$ cat src/rtl/core/ibrle_pkg.sv
// Package for the interleaved bit-plane run-length unpacker.
// Holds decode phase, status codes, register indexes and geometry limits.
// No dependencies.
package ibrle_pkg;

    typedef enum logic [1:0] {
        PH_HEADER  = 2'd0,
        PH_LITERAL = 2'd1,
        PH_RUN     = 2'd2
    } phase_t;

    typedef enum logic [1:0] {
        ST_OK       = 2'd0,
        ST_OVERFLOW = 2'd1,
        ST_SHORT    = 2'd2,
        ST_MODE     = 2'd3
    } status_t;

    localparam logic [2:0] CFG_WIDTH  = 3'd0;
    localparam logic [2:0] CFG_HEIGHT = 3'd1;
    localparam logic [2:0] CFG_PLANES = 3'd2;
    localparam logic [2:0] CFG_MASK   = 3'd3;
    localparam logic [2:0] CFG_MODE   = 3'd4;
    localparam logic [2:0] CFG_BODY   = 3'd5;

    localparam logic [7:0] MODE_NONE = 8'd0;
    localparam logic [7:0] MODE_RLE  = 8'd1;
    localparam logic [7:0] HDR_SKIP  = 8'h80;

    localparam logic [4:0]  MAX_PLANES = 5'd9;
    localparam logic [12:0] MAX_HEIGHT = 13'd4096;

    localparam logic [13:0] RST_WIDTH  = 14'd320;
    localparam logic [12:0] RST_HEIGHT = 13'd200;
    localparam logic [3:0]  RST_PLANES = 4'd5;

    typedef struct packed {
        logic       emit;
        logic       fail;
        status_t    code;
        logic [7:0] val;
        logic [7:0] cnt;
        logic       dec_body;
        logic       set_lit;
        logic       set_run;
        logic [7:0] hdr_cnt;
    } dec_t;

endpackage

$ cat src/rtl/core/interleaved_bitplane_rle_unpacker_top.sv
// Interleaved bit-plane run-length unpacker, top level.
// Decodes body bytes into plane-row writes; depends on ibrle_pkg.
//
//  channel  | direction | tdata                         | tuser  | tlast
//  s_       | in        | body_byte                     | -      | -
//  m_       | out       | pixel,count,plane,row,offset  | status | picture_done
//  cfg_     | in        | write enable, index, data     | -      | -
//
// One body byte per cycle while s_tready is high; each byte is decoded in the cycle it is accepted.
// A result appears in the cycle after its byte is accepted, held in the output register.
// s_tready drops only while a result waits and m_tready is low.
// Reset is synchronous; no clearing pass, the block is ready right after reset.
// A write to body_size restarts decoding of a new picture.
module interleaved_bitplane_rle_unpacker_top #(
    parameter int MAX_ROW_BYTES = 1024
) (
    input  logic        aclk,
    input  logic        aresetn,
    input  logic        s_tvalid,
    output logic        s_tready,
    input  logic [7:0]  s_tdata,     // [7:0] body_byte
    output logic        m_tvalid,
    input  logic        m_tready,
    output logic [47:0] m_tdata,     // [7:0] pixel_byte, [15:8] repeat_count,
                                     // [19:16] plane_index, [31:20] row_index,
                                     // [41:32] byte_offset, [47:42] zero
    output logic [1:0]  m_tuser,     // [1:0] status
    output logic        m_tlast,     // picture_done
    input  logic        cfg_wr_en,
    input  logic [2:0]  cfg_addr,
    input  logic [23:0] cfg_wr_data
);
    import ibrle_pkg::*;

    localparam int RW = (MAX_ROW_BYTES > 2) ? $clog2(MAX_ROW_BYTES) : 1;
    localparam int BW = RW + 1;
    localparam int SW = ((RW > 8) ? RW : 8) + 1;
    localparam logic [12:0] MAX_RB = 13'(MAX_ROW_BYTES);

    logic [13:0] width_reg;
    logic [12:0] height_reg;
    logic [3:0]  planes_reg;
    logic        mask_reg;
    logic [7:0]  mode_reg;

    phase_t      phase_reg, phase_next;
    logic [7:0]  lit_reg, lit_next;
    logic [7:0]  run_reg, run_next;
    logic [RW-1:0] row_pos_reg, row_pos_next;
    logic [3:0]  plane_reg, plane_next;
    logic [11:0] row_y_reg, row_y_next;
    logic [23:0] body_reg, body_next;
    status_t     err_reg, err_next;
    logic        fin_reg, fin_next;

    logic        out_valid_reg;
    logic [7:0]  out_val_reg, out_cnt_reg;
    logic [3:0]  out_plane_reg;
    logic [11:0] out_row_reg;
    logic [9:0]  out_off_reg;
    logic        out_last_reg;
    status_t     out_st_reg;
    logic        done_next;

    logic        take, restart;
    dec_t        dec;

    logic [13:0] w_eff;
    logic [14:0] w_sum;
    logic [11:0] bpr_raw;
    logic [BW-1:0] bpr;
    logic [4:0]  depth_raw;
    logic [4:0]  depth;
    logic [12:0] height;
    logic [BW-1:0] rem;
    logic [7:0]  lit_dec;
    logic [23:0] body_dec;
    logic [SW-1:0] pos_sum;

    assign s_tready = !out_valid_reg || m_tready;
    assign take     = s_tvalid && s_tready && !fin_reg && (err_reg == ST_OK);
    assign restart  = cfg_wr_en && (cfg_addr == CFG_BODY);

    assign w_eff   = (width_reg == 14'd0) ? 14'd1 : width_reg;
    assign w_sum   = {1'b0, w_eff} + 15'd15;
    assign bpr_raw = {w_sum[14:4], 1'b0};
    assign bpr     = ({1'b0, bpr_raw} > MAX_RB) ? BW'(MAX_RB) : BW'(bpr_raw);

    assign depth_raw = {1'b0, planes_reg} + {4'd0, mask_reg};
    assign depth     = (depth_raw == 5'd0) ? 5'd1 :
                       (depth_raw > MAX_PLANES) ? MAX_PLANES : depth_raw;
    assign height    = (height_reg == 13'd0) ? 13'd1 :
                       (height_reg > MAX_HEIGHT) ? MAX_HEIGHT : height_reg;

    assign rem      = (BW'(row_pos_reg) < bpr) ? (bpr - BW'(row_pos_reg)) : '0;
    assign lit_dec  = (lit_reg != 8'd0) ? (lit_reg - 8'd1) : 8'd0;
    assign body_dec = body_reg - 24'd1;

    // Classify the accepted byte.
    always_comb begin
        dec = '0;
        dec.code = ST_OK;
        if (mode_reg > MODE_RLE) begin
            dec.fail = 1'b1;
            dec.code = ST_MODE;
        end else if (mode_reg == MODE_NONE) begin
            if (body_reg == 24'd0 ||
                (row_pos_reg == '0 && body_reg < 24'(bpr))) begin
                dec.fail = 1'b1;
                dec.code = ST_SHORT;
            end else begin
                dec.dec_body = 1'b1;
                dec.emit     = 1'b1;
                dec.val      = s_tdata;
                dec.cnt      = 8'd1;
            end
        end else if (body_reg == 24'd0) begin
            dec.fail = 1'b1;
            dec.code = ST_SHORT;
        end else begin
            dec.dec_body = 1'b1;
            unique case (phase_reg)
                PH_LITERAL: begin
                    dec.emit = 1'b1;
                    dec.val  = s_tdata;
                    dec.cnt  = 8'd1;
                end
                PH_RUN: begin
                    dec.emit = 1'b1;
                    dec.val  = s_tdata;
                    dec.cnt  = run_reg;
                end
                default: begin
                    if (s_tdata[7] == 1'b0) begin
                        dec.hdr_cnt = {1'b0, s_tdata[6:0]} + 8'd1;
                        if (body_dec < 24'(dec.hdr_cnt)) begin
                            dec.fail = 1'b1;
                            dec.code = ST_SHORT;
                        end else if (SW'(rem) < SW'(dec.hdr_cnt)) begin
                            dec.fail = 1'b1;
                            dec.code = ST_OVERFLOW;
                        end else begin
                            dec.set_lit = 1'b1;
                        end
                    end else if (s_tdata != HDR_SKIP) begin
                        dec.hdr_cnt = 8'(9'd257 - {1'b0, s_tdata});
                        if (body_dec == 24'd0) begin
                            dec.fail = 1'b1;
                            dec.code = ST_SHORT;
                        end else if (SW'(rem) < SW'(dec.hdr_cnt)) begin
                            dec.fail = 1'b1;
                            dec.code = ST_OVERFLOW;
                        end else begin
                            dec.set_run = 1'b1;
                        end
                    end
                end
            endcase
        end
    end

    // Decode phase.
    always_comb begin
        phase_next = phase_reg;
        if (restart) begin
            phase_next = PH_HEADER;
        end else if (take && mode_reg == MODE_NONE) begin
            phase_next = PH_HEADER;
        end else if (take && mode_reg == MODE_RLE && body_reg != 24'd0) begin
            unique case (phase_reg)
                PH_LITERAL: if (lit_dec == 8'd0) phase_next = PH_HEADER;
                PH_RUN:     phase_next = PH_HEADER;
                default: begin
                    if (dec.set_lit) phase_next = PH_LITERAL;
                    else if (dec.set_run) phase_next = PH_RUN;
                end
            endcase
        end
    end

    // Counters, position and error.
    always_comb begin
        lit_next     = lit_reg;
        run_next     = run_reg;
        row_pos_next = row_pos_reg;
        plane_next   = plane_reg;
        row_y_next   = row_y_reg;
        body_next    = body_reg;
        err_next     = err_reg;
        fin_next     = fin_reg;
        done_next    = 1'b0;
        pos_sum      = SW'(row_pos_reg) + SW'(dec.cnt);
        if (restart) begin
            lit_next     = 8'd0;
            run_next     = 8'd0;
            row_pos_next = '0;
            plane_next   = 4'd0;
            row_y_next   = 12'd0;
            body_next    = cfg_wr_data;
            err_next     = ST_OK;
            fin_next     = 1'b0;
        end else if (take) begin
            if (dec.dec_body) body_next = body_dec;
            if (dec.fail) err_next = dec.code;
            if (mode_reg == MODE_RLE && phase_reg == PH_LITERAL && body_reg != 24'd0)
                lit_next = lit_dec;
            if (dec.set_lit) lit_next = dec.hdr_cnt;
            if (dec.set_run) run_next = dec.hdr_cnt;
            if (dec.emit) begin
                row_pos_next = RW'(pos_sum);
                if (pos_sum >= SW'(bpr)) begin
                    row_pos_next = '0;
                    plane_next   = plane_reg + 4'd1;
                    if ({1'b0, plane_reg} + 5'd1 >= depth) begin
                        plane_next = 4'd0;
                        row_y_next = row_y_reg + 12'd1;
                        if ({1'b0, row_y_reg} + 13'd1 >= height) begin
                            fin_next  = 1'b1;
                            done_next = 1'b1;
                        end
                    end
                end
            end
        end
    end

    always_ff @(posedge aclk) begin
        if (!aresetn) begin
            width_reg     <= RST_WIDTH;
            height_reg    <= RST_HEIGHT;
            planes_reg    <= RST_PLANES;
            mask_reg      <= 1'b0;
            mode_reg      <= MODE_RLE;
            phase_reg     <= PH_HEADER;
            lit_reg       <= 8'd0;
            run_reg       <= 8'd0;
            row_pos_reg   <= '0;
            plane_reg     <= 4'd0;
            row_y_reg     <= 12'd0;
            body_reg      <= 24'd0;
            err_reg       <= ST_OK;
            fin_reg       <= 1'b0;
            out_valid_reg <= 1'b0;
        end else begin
            if (cfg_wr_en) begin
                unique case (cfg_addr)
                    CFG_WIDTH:  width_reg  <= cfg_wr_data[13:0];
                    CFG_HEIGHT: height_reg <= cfg_wr_data[12:0];
                    CFG_PLANES: planes_reg <= cfg_wr_data[3:0];
                    CFG_MASK:   mask_reg   <= cfg_wr_data[0];
                    CFG_MODE:   mode_reg   <= cfg_wr_data[7:0];
                    default: ;
                endcase
            end
            phase_reg   <= phase_next;
            lit_reg     <= lit_next;
            run_reg     <= run_next;
            row_pos_reg <= row_pos_next;
            plane_reg   <= plane_next;
            row_y_reg   <= row_y_next;
            body_reg    <= body_next;
            err_reg     <= err_next;
            fin_reg     <= fin_next;
            if (take && (dec.emit || dec.fail)) begin
                out_valid_reg <= 1'b1;
            end else if (m_tready) begin
                out_valid_reg <= 1'b0;
            end
        end
    end

    // Result register: load on an item that produces a write or an error.
    always_ff @(posedge aclk) begin
        if (take && (dec.emit || dec.fail)) begin
            out_val_reg   <= dec.val;
            out_cnt_reg   <= dec.cnt;
            out_plane_reg <= plane_reg;
            out_row_reg   <= row_y_reg;
            out_off_reg   <= 10'(row_pos_reg);
            out_last_reg  <= done_next;
            out_st_reg    <= dec.code;
        end
    end

    assign m_tvalid = out_valid_reg;
    assign m_tdata  = {6'd0, out_off_reg, out_row_reg, out_plane_reg, out_cnt_reg, out_val_reg};
    assign m_tuser  = out_st_reg;
    assign m_tlast  = out_last_reg;

    a_stall_blocks: assert property (@(posedge aclk) disable iff (!aresetn)
        (m_tvalid && !m_tready) |-> !s_tready)
        else $error("input accepted while result stalled");

    a_err_fin_excl: assert property (@(posedge aclk) disable iff (!aresetn)
        !(err_reg != ST_OK && fin_reg))
        else $error("error and completion both set");

    a_lit_nonzero: assert property (@(posedge aclk) disable iff (!aresetn)
        (phase_reg == PH_LITERAL) |-> (lit_reg != 8'd0))
        else $error("literal phase with no literal left");

    a_last_ok: assert property (@(posedge aclk) disable iff (!aresetn)
        (m_tvalid && m_tlast) |-> (m_tuser == ST_OK && m_tdata[15:8] != 8'd0))
        else $error("picture end on a status item");

endmodule

$ cat config.mk
export PLATFORM = sky130hd
export DESIGN_NAME = interleaved_bitplane_rle_unpacker_top
export DESIGN_NICKNAME = d
export VERILOG_FILES = /design/src/rtl/core/ibrle_pkg.sv /design/src/rtl/core/interleaved_bitplane_rle_unpacker_top.sv
export SDC_FILE = /design/constraint.sdc
export NUM_CORES = 1
export LEC_CHECK = 0
export BUFFER_PORTS_ARGS = -buffer_cell sky130_fd_sc_hd__buf_4
export CORE_MARGIN = 2
export CORE_UTILIZATION = 65
export CTS_CLUSTER_DIAMETER = 150
export DETAILED_ROUTE_END_ITERATION = 16
export HOLD_SLACK_MARGIN = 0.06
export PLACE_DENSITY_LB_ADDON = 0.25
export RECOVER_POWER = 25
export SLEW_MARGIN = 0
export SYNTH_ARGS = -nofsm -noshare
export SYNTH_HDL_FRONTEND = slang
export SYNTH_SLANG_ARGS = --single-unit
$ cat constraint.sdc
create_clock -name aclk -period 17.8 [get_ports aclk]
set_clock_uncertainty 0.1 [all_clocks]
set_input_delay 1.78 -clock aclk [delete_from_list [all_inputs] [get_ports aclk]]
set_output_delay 1.78 -clock aclk [all_outputs]
set_load 0.01 [all_outputs]
# Yosys cells after proc, flatten, opt, wreduce, memory -nomap -nowiden
# Index checks and enable logic that the tools add are counted.
dict set report totals {
  in_bits 40
  regBits 157
  output_inout_bits 53
  wordCells 163
}
dict set report op_classes {
  mux 51
  bitwise_logic 5
  n_reduce_logical 51
  n_lt_le_gt_ge 12
  addsub 12
  n_eq_ne 10
}
# operator n
set ops {}
lappend ops {{24-bit two-way mux} 3}
lappend ops {{24-bit logical NOT} 2}
lappend ops {{8-bit two-way mux} 4}
lappend ops {{16-bit one-hot mux with 2 select lines} 1}
lappend ops {{10-bit two-way mux} 3}
lappend ops {{3-bit two-way mux} 10}
lappend ops {{27-bit two-way mux} 1}
lappend ops {{13-bit two-way mux} 2}
lappend ops {{24-bit by 11-bit less-than comparator with 1-bit output} 1}
lappend ops {{24-bit by 8-bit less-than comparator with 1-bit output} 1}
lappend ops {{24-bit nonzero test} 1}
lappend ops {{24-bit by 1-bit subtractor with 24-bit output, second input constant} 1}
lappend ops {{11-bit by 8-bit less-than comparator with 1-bit output} 2}
lappend ops {{11-bit two-way mux} 2}
lappend ops {{21-bit two-way mux} 1}
lappend ops {{2-bit AND reduction} 10}
lappend ops {{19-bit two-way mux} 1}
lappend ops {{17-bit two-way mux} 1}
lappend ops {{8-bit logical NOT} 2}
lappend ops {{14-bit by 4-bit adder with 15-bit output, second input constant} 1}
lappend ops {{14-bit logical NOT} 1}
lappend ops {{14-bit two-way mux} 1}
lappend ops {{12-bit by 1-bit adder with 13-bit output, second input constant} 1}
lappend ops {{13-bit >= comparator} 1}
lappend ops {{other kinds (48)} 87}

# Depth between registers and ports, before layout
# Gate-level depths: netlist of the first run.
dict set report depth {
  ltp_word 20
  mapped_depth 29
  depth_no_buf 27
}

# Worst setup path after synthesis of the first run
# No wires, ideal clock.
dict set report synth_timing {
  kind {reg2reg}
  start {register width_reg[1]}
  end {register out_last_reg (netlist: m_tlast) (enable)}
  n_path_buf 1
  synth_period_minus_slack_ns 7.273
  t_arrival_ns 6.699
  path_stages_with_launch 19
  setup_ns 0.475
  required_ns 17.225
  slack_ns 10.527
  path_cell_list {dfxtp_1 -> or4_1 -> and2_1 -> nor3_1 -> ha_1 -> nor2b_1 -> o31a_1 -> o31ai_1 -> a21o_1 -> buf_2 -> nor2b_1 -> ha_1 -> a21o_1 -> a21o_1 -> a221oi_1 -> nand3b_1 -> o21ai_1 -> o221ai_1 -> a31oi_1}
}
dict set report synth_between {
  elab_chain_len 18
  word_cells_on_any_way 28
  classes_between {add/sub (2); order compare (5); mux (16); reduce/logical (5)}
}
# item line
set synth_rtl {}
lappend synth_rtl {{from (decl)} interleaved_bitplane_rle_unpacker_top.sv:40} ;# logic [13:0] width_reg;
lappend synth_rtl {{from (signal assigned)} interleaved_bitplane_rle_unpacker_top.sv:247} ;# CFG_WIDTH: width_reg <= cfg_wr_data[13:0];
lappend synth_rtl {{14-bit logical NOT} interleaved_bitplane_rle_unpacker_top.sv:84} ;# assign w_eff = (width_reg == 14'd0) ? 14'd1 : width_reg;
lappend synth_rtl {{14-bit two-way mux *} interleaved_bitplane_rle_unpacker_top.sv:84}
lappend synth_rtl {{14-bit by 4-bit adder with 15-bit output *} interleaved_bitplane_rle_unpacker_top.sv:85} ;# assign w_sum = {1'b0, w_eff} + 15'd15;
lappend synth_rtl {{12-bit by 11-bit > comparator with 1-bit output} interleaved_bitplane_rle_unpacker_top.sv:87} ;# assign bpr = ({1'b0, bpr_raw} > MAX_RB) ? BW'(MAX_RB) : BW'(bpr_raw);
lappend synth_rtl {{11-bit two-way mux *} interleaved_bitplane_rle_unpacker_top.sv:87}
lappend synth_rtl {{11-bit by 10-bit subtractor with 11-bit output or 10-bit by 11-bit less-than comparator with 1-bit output (tied branches)} interleaved_bitplane_rle_unpacker_top.sv:95} ;# assign rem = (BW'(row_pos_reg) < bpr) ? (bpr - BW'(row_pos_reg)) : '0;
lappend synth_rtl {{11-bit two-way mux} interleaved_bitplane_rle_unpacker_top.sv:95}
lappend synth_rtl {{11-bit by 8-bit less-than comparator with 1-bit output} interleaved_bitplane_rle_unpacker_top.sv:150} ;# end else if (SW'(rem) < SW'(dec.hdr_cnt)) begin
lappend synth_rtl {{(+2 left out)} -}
lappend synth_rtl {{3-bit two-way mux} interleaved_bitplane_rle_unpacker_top.sv:145} ;# end else if (s_tdata != HDR_SKIP) begin
lappend synth_rtl {{3-bit two-way mux} interleaved_bitplane_rle_unpacker_top.sv:134} ;# if (s_tdata[7] == 1'b0) begin
lappend synth_rtl {{3-bit two-way mux} interleaved_bitplane_rle_unpacker_top.sv:122} ;# unique case (phase_reg)
lappend synth_rtl {{3-bit two-way mux} interleaved_bitplane_rle_unpacker_top.sv:117} ;# end else if (body_reg == 24'd0) begin
lappend synth_rtl {{21-bit two-way mux *} interleaved_bitplane_rle_unpacker_top.sv:106} ;# end else if (mode_reg == MODE_NONE) begin
lappend synth_rtl {{3-bit two-way mux} interleaved_bitplane_rle_unpacker_top.sv:103} ;# if (mode_reg > MODE_RLE) begin
lappend synth_rtl {{1-bit logical OR *} interleaved_bitplane_rle_unpacker_top.sv:274} ;# if (take && (dec.emit || dec.fail)) begin
lappend synth_rtl {{1-bit logical AND *} interleaved_bitplane_rle_unpacker_top.sv:274}
lappend synth_rtl {{to (signal assigned)} interleaved_bitplane_rle_unpacker_top.sv:280} ;# out_last_reg <= done_next;
lappend synth_rtl {{to (decl)} interleaved_bitplane_rle_unpacker_top.sv:61} ;# logic out_last_reg;
# Mark *: on every way between the ends. The rest lies on a longest branch, timed or not.
# A chain may end at the register's enable or synchronous reset.

==> metrics.md, run 1 <==
| Metric | Value |
|---|---|
| Synth-to-layout area growth | 11.7% |
| Count of different cell masters after synthesis | 85 |
| Total iterations of the first detailed-routing run | 6 |
| Inserted Diodes | 0 |
| Asr flop ratio synth | 0% |
| Drt wl/cell | 18.4 um |
| Min-Delay Endpoint | mode_reg[4]$_SDFFE_PN0P_ |
| Max cap viols | 0 |
| Most common library cells after synthesis | nand2_1 (161), dfxtp_1 (112), ha_1 (89), a21oi_1 (77), nor2_1 (60) |
| Seq/Total Area, Yosys | 33.9% |
| RSZ-0062 raised after global routing | no |
| M2 GR Usage | 48.5% |
| Top-area cell type share of the netlist area | 21.1% |
| Reg clk slew, reported paths | 0.07 ns |
| Layout cells sized above 1 | 12.0% |
| Hold/Removal Path Class | reg -> reg |
| RD Place Congestion | 0.950 |
| GR Layer Usage met1 | 43.7% |
| Nets | 1410 |
| Postcts setup bufs | 0 |
| Largest register FFs | 24 |
| Path depth of the worst reg2reg path | 28 |
| FF-to-FF setup slack | 10.76 ns |
| GRT Overall Usage | 31.5% |
| Placed insts | 1476 |
| Final Hold Vio Count | 0 |
| Crit path time final | 7.04 ns |
| Startpoint types | register |
| Most common cell in the netlist | nand2_1 |
| Max incr delay on CP | 0.64 ns |
| Die Area | 17300 sq um |
| Post-synthesis cell count | 1225 |
| Largest net degree at the start of global routing | 69 |
| LEAKAGE | 0.00476 uW |
| Vias per cell | 6.40 |
| Register area | 3590 sq um |
| Worst Path Required | 17.91 ns |
| Yosys warnings | 0 |
| Core area | 15900 sq um |
| Crit Path Class | reg -> reg |
| Setup violations, final | 0 |
| Initial antenna violation count | 0 |
| Maximum clock frequency | 0.142 GHz |
| Most common cell on crit path | ha_1 |
| H-tree depth | 4 |
| Tcrit/Tclk final | 39.6% |
| Number of global-route vias before repair | 8796 |
| Slowest cell on crit path | a2111oi_0 |
| Slew HR | 23.6% |
| Top FF cell, synth | dfxtp_1 |
| Setup TNS | 0 ns |
| Detail Placement HPWL | 19.8 mm |
| Die Y | 132 um |
| Multi-input logic area | 6560 sq um |
| Placement Rows | 46 |
| Post_cts resized | 0 |
| Pwr per Cell Area | 136 nW/um^2 |
| Clk root buf | clkbuf_16 |
| R2r endpoint | m_tlast$_SDFFCE_PP0P_ |
| Clock buffer depth | 2 |
| Post-route ant nets | 0 |
| Mapped Area | 10600 sq um |
| # clock sinks | 157 |
| Peak supply drop | 0.105 mV |
| DR vias | 9647 |
| Tot Pwr | 1610 uW |
| Syn Area/Cell | 8.66 sq um |
| Die W | 132 um |
| TritonCTS clock tree | yes |
| Area leader, netlist | dfxtp_1 |
| CP endpoint kind | register |
| Worst-margin pin slew | 1.14 ns |
| Synth area leaders | dfxtp_1 (21%), edfxtp_1 (13%), ha_1 (11%) |
| Worst Path Arrival | 7.15 ns |
| Drt first-iter violations | 1014 |
| DRC viols | 0 |
| I/O Pins | 93 |
| Status | complete, no violations |
| GR peak layer | met2 |
| I/O Buffers | 86 |
| Fillers | 1260 |
| Starting Density | 66.7% |
| Non-Filler Instances | 1508 |
| First-pass GRT wire length | 44.2 mm |
| Routed WL | 27.8 mm |
| Worst hold stages | 2 |
| Met3 usage | 6.40% |
| Worst skew pair latency | 0.45 ns |
| Max Fanout on Critical Path | 42 |
| Grt ovf | 0 |
| Worst flop-to-flop path startpoint | width_reg[4]$_SDFFE_PN0P_ |
| Hold wc startpoint | mode_reg[4]$_SDFFE_PN0P_ |
| Hold_buf cts | 0 |
| Seq cells post-synth | 157 |
| Post-synth EDFFs | 45 |
| Final-report max-slew violation count | 0 |
| CTS Buf Count | 17 |
-- cell families (layout without fill, tap and decap cells) --
logic type               Yosys count  in the layout  share of synthesized area (%)
AND/OR/NAND/NOR                  479            479                           23.9
AO/OA/AOI/OAI                    297            297                           19.4
flip-flops                       157            157                           33.9
buffers and inverters            114            176                           4.66
adder cells (fa/ha/maj)           91             91                           10.9
XOR/XNOR                          72             72                           5.95
multiplexers                      13             13                           1.25
other                              2              7                         0.0708
-- worst max-delay path: cells and delay by family (launching register included) --
family,cells,cell delay [ns]
AND/OR/NAND/NOR,10,1.81
adder cells (fa/ha/maj),4,1.22
AO/OA/AOI/OAI,11,2.52
buffers and inverters,1,0.37
flip-flops,1,0.41
XOR/XNOR,2,0.37
-- metrics by stage --
step	area (sq um)	hold WS (ns)	setup WS (ns)	utilization (%)
2_1_floorplan	10600	0.325	10.53	-
3_3_place_gp	11300	0.352	11.19	71.2
3_5_place_dp	11300	0.359	10.88	71.2
4_1_cts	11900	0.370	10.84	74.9
5_1_grt	11800	0.386	10.30	74.6
6_report	11800	0.367	10.76	74.6
-- placed cells by master (no fill, tap or decap), types with 15 or more instances in the layout --
master	count
nand3_1	50
nor2_1	60
o21ai_0	42
ha_1	89
xor2_1	21
edfxtp_1	45
or4_1	19
nor2b_1	15
a21oi_1	77
dfxtp_1	112
clkbuf_1	16
inv_1	52
or2_2	15
buf_4	76
o31ai_1	18
nand2_1	161
clkbuf_16	17
and3_1	18
xnor2_1	51
nor3_1	23
a21boi_0	30
a21o_1	20
a211oi_1	15
nor4_1	28
-- how the worst max path moves through the flow --
stage	start	endpoint	slack, ns
after global placement	width_reg[4]$_SDFFE_PN0P_	m_tlast$_SDFFCE_PP0P_	11.19
after detailed placement	width_reg[5]$_SDFFE_PN0P_	m_tlast$_SDFFCE_PP0P_	10.88
after global routing	width_reg[5]$_SDFFE_PN0P_	m_tlast$_SDFFCE_PP0P_	10.30
final	width_reg[4]$_SDFFE_PN0P_	m_tlast$_SDFFCE_PP0P_	10.76
after CTS	width_reg[4]$_SDFFE_PN0P_	m_tlast$_SDFFCE_PP0P_	10.84
after floorplan	width_reg[1]$_SDFFE_PN0P_	m_tlast$_SDFFCE_PP0P_	10.53
-- layer usage --
metal | wire length [um] | vias up | share of wire [%]
met1 | 12200 | 4510 | 44
met5 | 0 | - | 0
met4 | 849 | 0 | 3.1
met2 | 12400 | 476 | 44
li1 | - | 4595 | -
met3 | 2450 | 66 | 8.8
-- final cells by class --
type / count / share of cell area, %
well taps: 216 / 2.28
clock inverters: 15 / 1.48
inverters: 52 / 1.65
multi-input cells: 959 / 55.3
flip-flops and latches: 157 / 30.3
repair buffers: 92 / 5.32
clock buffers: 17 / 3.59
-- power by group --
| part | total, uW | switching (uW) | internal (uW) |
|---|---|---|---|
| clock | 380 | 167 | 212 |
| combinational | 705 | 432 | 273 |
| sequential | 524 | 65.2 | 459 |
| total | 1610 | 665 | 944 |
(Power assumes the default switching activity.)
==> inputs of run 2 (changes only) <==
Settings changed: CORE_UTILIZATION 65 to 61.
Clock period 17.8 ns to 6.8 ns, I/O delays scaled along.
==> run 2 against run 1 <==
Effect of this change:
- clock power grew 150%
- die area grew 6.4%
- combinational power increased to 2.7 times the previous value
- worst hold slack improved by 0.0026 ns
- setup slack got worse by 10 ns
- total power rose to 2.6 times the previous value
- core utilization decreased by 5.0 points
- wire length down 1.4%
- global-route usage decreased by 1.6 points
- sequential share of layout area is 0.15 points lower
==> metrics.md, run 2 (synthesis results as in run 1) <==
| Metric | Value |
|---|---|
| Setup TNS | 0 ns |
| Total iterations of the first detailed-routing run | 5 |
| Clock buffer depth | 2 |
| Status | complete, no violations |
| Max Fanout on Critical Path | 8 |
| Largest net degree at the start of global routing | 69 |
| Setup violations, final | 0 |
| Die Y | 136 um |
| Hold_ws | 0.369 ns |
| Nets | 1414 |
| Hold/Removal Path Class | reg -> reg |
| GRT Overall Usage | 29.9% |
| LEAKAGE | 0.00477 uW |
| Hold_buf cts | 0 |
| Slowest cell on crit path | or4_1 |
| Reg clk slew, reported paths | 0.07 ns |
| Clk root buf | clkbuf_16 |
| Drt first-iter violations | 1036 |
| Max incr delay on CP | 0.57 ns |
| Routed WL | 27.4 mm |
| Final Hold Vio Count | 0 |
| Pwr per Cell Area | 352 nW/um^2 |
| # clock sinks | 157 |
| NetSw | 1770 uW |
| Synth-to-layout area growth | 12.3% |
| I/O Buffers | 86 |
| Tot Pwr | 4190 uW |
| Crit path time final | 6.53 ns |
| Vias per cell | 6.32 |
| Fillers | 1418 |
| DRC viols | 0 |
| Commonest cells after routing, fill and taps aside | nand2_1 (161), dfxtp_1 (111), ha_1 (89) |
| Largest register FFs | 24 |
| Logic pwr share | 44.9% |
| Worst Path Required | 6.90 ns |
| Max cap viols | 0 |
| Core area | 17100 sq um |
| Worst-margin pin slew | 1.10 ns |
| Pint | 2420 uW |
| Crit Path Class | reg -> reg |
| Grt ovf | 0 |
| I/O Pins | 93 |
| Die Area | 18500 sq um |
| DR vias | 9609 |
| First-pass GRT wire length | 43.8 mm |
| Die W | 136 um |
| Startpoint types | register |
| Clock network power share | 22.4% |
| Maximum clock frequency | 0.153 GHz |
| RD Place Congestion | 0.998 |
| Starting Density | 61.9% |
| Inserted Diodes | 0 |
| CTS Buf Count | 17 |
| Initial antenna violation count | 0 |
| TritonCTS clock tree | yes |
| Number of global-route vias before repair | 8552 |
| Post-route ant nets | 0 |
| Worst skew pair latency | 0.44 ns |
| Detail Placement HPWL | 19.7 mm |
| Worst Path Arrival | 6.64 ns |
| Register share of total power | 32.7% |
| Sw Ratio | 42.2% |
| Most common cell after layout, fill and taps aside | nand2_1 |
| Peak supply drop | 0.265 mV |
| Slew HR | 26.7% |
| Layout cells sized above 1 | 12.6% |
| Final-report max-slew violation count | 0 |
| CP endpoint kind | register |
| Drt wl/cell | 18.0 um |
| H-tree depth | 4 |
| Placement Rows | 48 |
| Tcrit/Tclk final | 96.1% |
==> run 2: changes by cell type in the layout (fill, tap and decap cells not counted), sizes merged <==
cell and delta:
buf +2, clkinv +3, clkbuf +2, inv -1
bufinv -2
==> run 2: final cells by class <==
type / instances / area [sq um] / area share (%)
clock inverters: 15 / 146 / 1.23
flip-flops and latches: 157 / 3590 / 30.2
repair buffers: 96 / 678 / 5.70
multi-input cells: 959 / 6590 / 55.3
well taps: 225 / 282 / 2.36
inverters: 52 / 195 / 1.64
clock buffers: 17 / 425 / 3.57
==> run 2: per-layer routing <==
layer  up-vias  routed length, um  track usage [%]
li1       4608                  -                -
met1      4571              12700             43.5
met2       370              11900             44.9
met3        60               1920             4.14
met4         0                882             11.7
met5         -                  0                0
==> run 2: what timing repair did <==
item | CTS | global route
endpoints found under the setup margin | 0 | 28
buffers inserted | 0 | 1
resized for setup | 0 | 8
==> run 2: final timing paths <==
check | start | endpoint | slack [ns] | depth (start not counted)
hold / removal | height_reg[0]$_SDFFE_PN0P_ | height_reg[0]$_SDFFE_PN0P_ | 0.37 | 2
hold reg to reg | height_reg[0]$_SDFFE_PN0P_ | height_reg[0]$_SDFFE_PN0P_ | 0.37 | 2
setup reg to reg | width_reg[1]$_SDFFE_PN0P_ | m_tlast$_SDFFCE_PP0P_ | 0.27 | 28
setup / recovery | width_reg[1]$_SDFFE_PN0P_ | m_tlast$_SDFFCE_PP0P_ | 0.27 | 28
==> run 2: worst max-delay path: cells and delay by family (launching register included) <==
family                     cells  cell delay, ns
and+or+nand+nor                8            1.60
AOI/OAI and AO/OA             13            2.71
adders and majority gates      4            1.09
DFF                            1            0.34
xor gates and xnor gates       2            0.29
buffers and inverters          1            0.18
==> run 2: power groups by stage <==
stage | Clock (uW) | Sequential (uW) | Combinational [uW]
5_1_grt | 978 | 1390 | 2060
3_5_place_dp | 0 | 1390 | 1860
6_report | 937 | 1370 | 1880
2_1_floorplan | 0 | 1400 | 1300
4_1_cts | 939 | 1370 | 1880
3_3_place_gp | 0 | 1380 | 1820
==> run 2: through the flow <==
stage	worst slack [ns]	utilization, %	area [sq um]	std cells
global placement	0.309	66.4	11400	1488
CTS	0.123	69.7	11900	1520
global route	-0.0501	69.6	11900	1521
floorplan	0.318	-	10600	1230
finish	0.265	69.6	11900	1521
detailed placement	0.160	66.4	11400	1488
==> inputs of run 3 (changes only) <==
Settings changed: ABC_AREA set to 1, BUFFER_PORTS_ARGS -buffer_cell sky130_fd_sc_hd__buf_4 to unset, CORE_UTILIZATION 61 to 65, DONT_BUFFER_PORTS set to 1.
==> run 3 against run 2 <==
Effect of this change:
- sequential power increased by 14%
- register-to-register slack gained 0.18 ns
- core utilization rose by 1.6 points
- first-iteration DRC count fell by 12%
- critical path depth grew 15
- clock power is 13% higher
- setup slack improved by 0.18 ns
- synthesized area is 2.5% higher
- total power increased by 37%
- non-clock buffer count is 83 lower
==> metrics.md, run 3 <==
| Metric | Value |
|---|---|
| Nets | 1655 |
| Largest net degree at the start of global routing | 47 |
| Drt first-iter violations | 907 |
| RD Place Congestion | 0.970 |
| CP startpoint | width_reg[4]$_SDFFE_PN0P_ |
| Mapped Area | 10900 sq um |
| Worst setup endpoint | m_tlast$_SDFFCE_PP0P_ |
| Synth area leaders | dfxtp_1 (21%), edfxtp_1 (12%), nand2_1 (11%) |
| Path depth of the worst reg2reg path | 43 |
| CP endpoint kind | register |
| Post-synthesis cell count | 1531 |
| Core area | 16500 sq um |
| Max Fanout on Critical Path | 13 |
| Crit path time final | 6.35 ns |
| R2r endpoint | m_tlast$_SDFFCE_PP0P_ |
| LEAKAGE | 0.00541 uW |
| Met2 Routed Length | 13.2 mm |
| Fillers | 1338 |
| Most common cell on crit path | nand2_1 |
| Setup TNS | 0 ns |
| Slew HR | 32.0% |
| Number of global-route vias before repair | 9203 |
| Top FF cell, synth | dfxtp_1 |
| Top-area cell type share of the netlist area | 20.6% |
| Reg clk slew, reported paths | 0.07 ns |
| DRC viols | 0 |
| Final-report max-slew violation count | 0 |
| Seq/Total Area, Yosys | 33.1% |
| Design Area, Final | 11700 sq um |
| Placed instance area | 10900 sq um |
| Startpoint types | register |
| Die Y | 133 um |
| Final Hold Vio Count | 0 |
| Peak supply drop | 0.453 mV |
| First-pass GRT wire length | 45.6 mm |
| Post-synth EDFFs | 45 |
| Setup ws final | 0.447 ns |
| Seq cells post-synth | 157 |
| Die W | 133 um |
| Tot Pwr | 5740 uW |
| Crit Path Class | reg -> reg |
| Starting Density | 66.0% |
| FF-to-FF setup slack | 0.45 ns |
| Tcrit/Tclk final | 93.4% |
| CTS Buf Count | 17 |
| Worst Path Required | 6.89 ns |
| Worst skew pair latency | 0.44 ns |
| Asr flop ratio synth | 0% |
| Area leader, netlist | dfxtp_1 |
| Placement Rows | 47 |
| Clock buffer depth | 2 |
| Layout cells sized above 1 | 6.77% |
| Most common cell after layout, fill and taps aside | nand2_1 |
| Inserted Diodes | 0 |
| Synth-to-layout area growth | 7.92% |
| DP Worst Slack | 0.337 ns |
| Count of different cell masters after synthesis | 56 |
| GRT Overall Usage | 31.9% |
| Worst flop-to-flop path startpoint | width_reg[4]$_SDFFE_PN0P_ |
| DR WL met3 | 2.42 mm |
| Placed insts | 1715 |
| Vias per cell | 5.81 |
| Post-route ant nets | 0 |
| Setup violations, final | 0 |
| Pwr per Cell Area | 490 nW/um^2 |
| Maximum clock frequency | 0.157 GHz |
| DR vias | 10200 |
| Hold/Removal Path Class | in -> reg |
| Non-Filler Instances | 1757 |
| Most common library cells after synthesis | nand2_1 (324), inv_1 (193), nor2_1 (189), a21oi_1 (129), dfxtp_1 (112) |
| Die Area | 17800 sq um |
| Clk root buf | clkbuf_16 |
| Hold_buf cts | 0 |
| Max incr delay on CP | 0.49 ns |
| Grt ovf | 0 |
| Routed WL | 28.6 mm |
| I/O Pins | 93 |
| DR top layer | met4 |
| Total iterations of the first detailed-routing run | 6 |
| Worst Path Arrival | 6.44 ns |
| Commonest cells after routing, fill and taps aside | nand2_1 (322), inv_1 (193), nor2_1 (186) |
| Detail Placement HPWL | 21.1 mm |
| Status | complete, no violations |
| H-tree depth | 4 |
| Max cap viols | 0 |
| I/O Buffers | 0 |
| Worst-margin pin slew | 1.02 ns |
| Most common cell in the netlist | nand2_1 |
| Syn Area/Cell | 7.10 sq um |
| # clock sinks | 157 |
| Initial antenna violation count | 0 |
| TritonCTS clock tree | yes |
| Slowest cell on crit path | dfxtp_1 |
| Wire length on met1 | 12.3 mm |
| Drt wl/cell | 16.3 um |
| Largest register FFs | 24 |
| Yosys warnings | 0 |
-- run 3: cell count changes after synthesis, sizes merged, moves of 20 or more --
cell    previous run  this run
a21boi            30         1
a21oi             79       134
clkbuf            43        23
inv               52       198
nand2            163       336
nand3             51        99
nor2              61       197
nor4              36         9
o21ai             46        96
or2               21         1
or4               22         0
xnor2             51        14
-- run 3: where the power goes --
part	internal (uW)	leakage, uW	switching (uW)
clock network	628	0.000315	435
logic	1040	0.00375	2080
registers	1290	0.00135	271
-- run 3: cells by family (layout without fill, tap and decap cells) --
family	Yosys count	in the layout	share of synthesized area, %
multiplexers	1	1	0.0921
flip-flops	157	157	33.1
other	2	7	0.0691
buffers and inverters	248	248	9.49
XOR/XNOR	54	54	4.35
adder cells (fa/ha/maj)	91	91	10.6
AO/OA/AOI/OAI	270	270	13.5
AND/OR/NAND/NOR	708	709	28.8
-- run 3: per-layer routing --
| layer | vias up | global-route usage, % |
|---|---|---|
| li1 | 5035 | - |
| met1 | 4646 | 43.2 |
| met2 | 470 | 52.4 |
| met3 | 65 | 5.71 |
| met4 | 0 | 9.87 |
| met5 | - | 0 |
-- run 3: area by class of cell --
class,count,area [sq um],share of cell area [%]
inverters,203,767,6.54
flip-flops and latches,157,3600,30.7
multi-input cells,1132,6330,54.0
clock buffers,17,425,3.63
well taps,220,275,2.35
clock inverters,15,219,1.87
repair buffers,13,110,0.939
-- run 3: worst min-delay path by stage --
stage                                 from                         end  slack, ns  cells after the start
2_1_floorplan  row_pos_reg[8]$_SDFFE_PP0P_    out_off_reg[8]$_DFFE_PP_       0.31                      0
4_1_cts                            aresetn  height_reg[6]$_SDFFE_PN1P_       0.23                      1
3_5_place_dp     plane_reg[3]$_SDFFE_PP0P_  out_plane_reg[3]$_DFFE_PP_       0.33                      0
6_report                           aresetn  height_reg[6]$_SDFFE_PN1P_       0.24                      1
3_3_place_gp   row_pos_reg[9]$_SDFFE_PP0P_    out_off_reg[9]$_DFFE_PP_       0.32                      0
5_1_grt                            aresetn  planes_reg[2]$_SDFFE_PN1P_       0.23                      1
-- run 3: worst max-delay path: cells and delay by family (launching register included) --
kind	cells	cell delay (ns)
AND/OR/NAND/NOR	24	2.46
AO/OA/AOI/OAI	10	1.31
adder cells (fa/ha/maj)	4	1.10
flip-flops	1	0.49
buffers and inverters	4	0.42
XOR/XNOR	1	0.21
-- run 3: what timing repair did --
item | CTS | global route
resized for setup | 0 | 18
setup buffers | 0 | 9
setup endpoints to repair | 0 | 19
-- run 3: per-stage QoR --
step           hold WS (ns)  utilization, %
2_1_floorplan         0.308               -
3_3_place_gp          0.316            66.4
3_5_place_dp          0.329            66.4
4_1_cts               0.227            70.3
5_1_grt               0.234            71.2
6_report              0.240            71.2
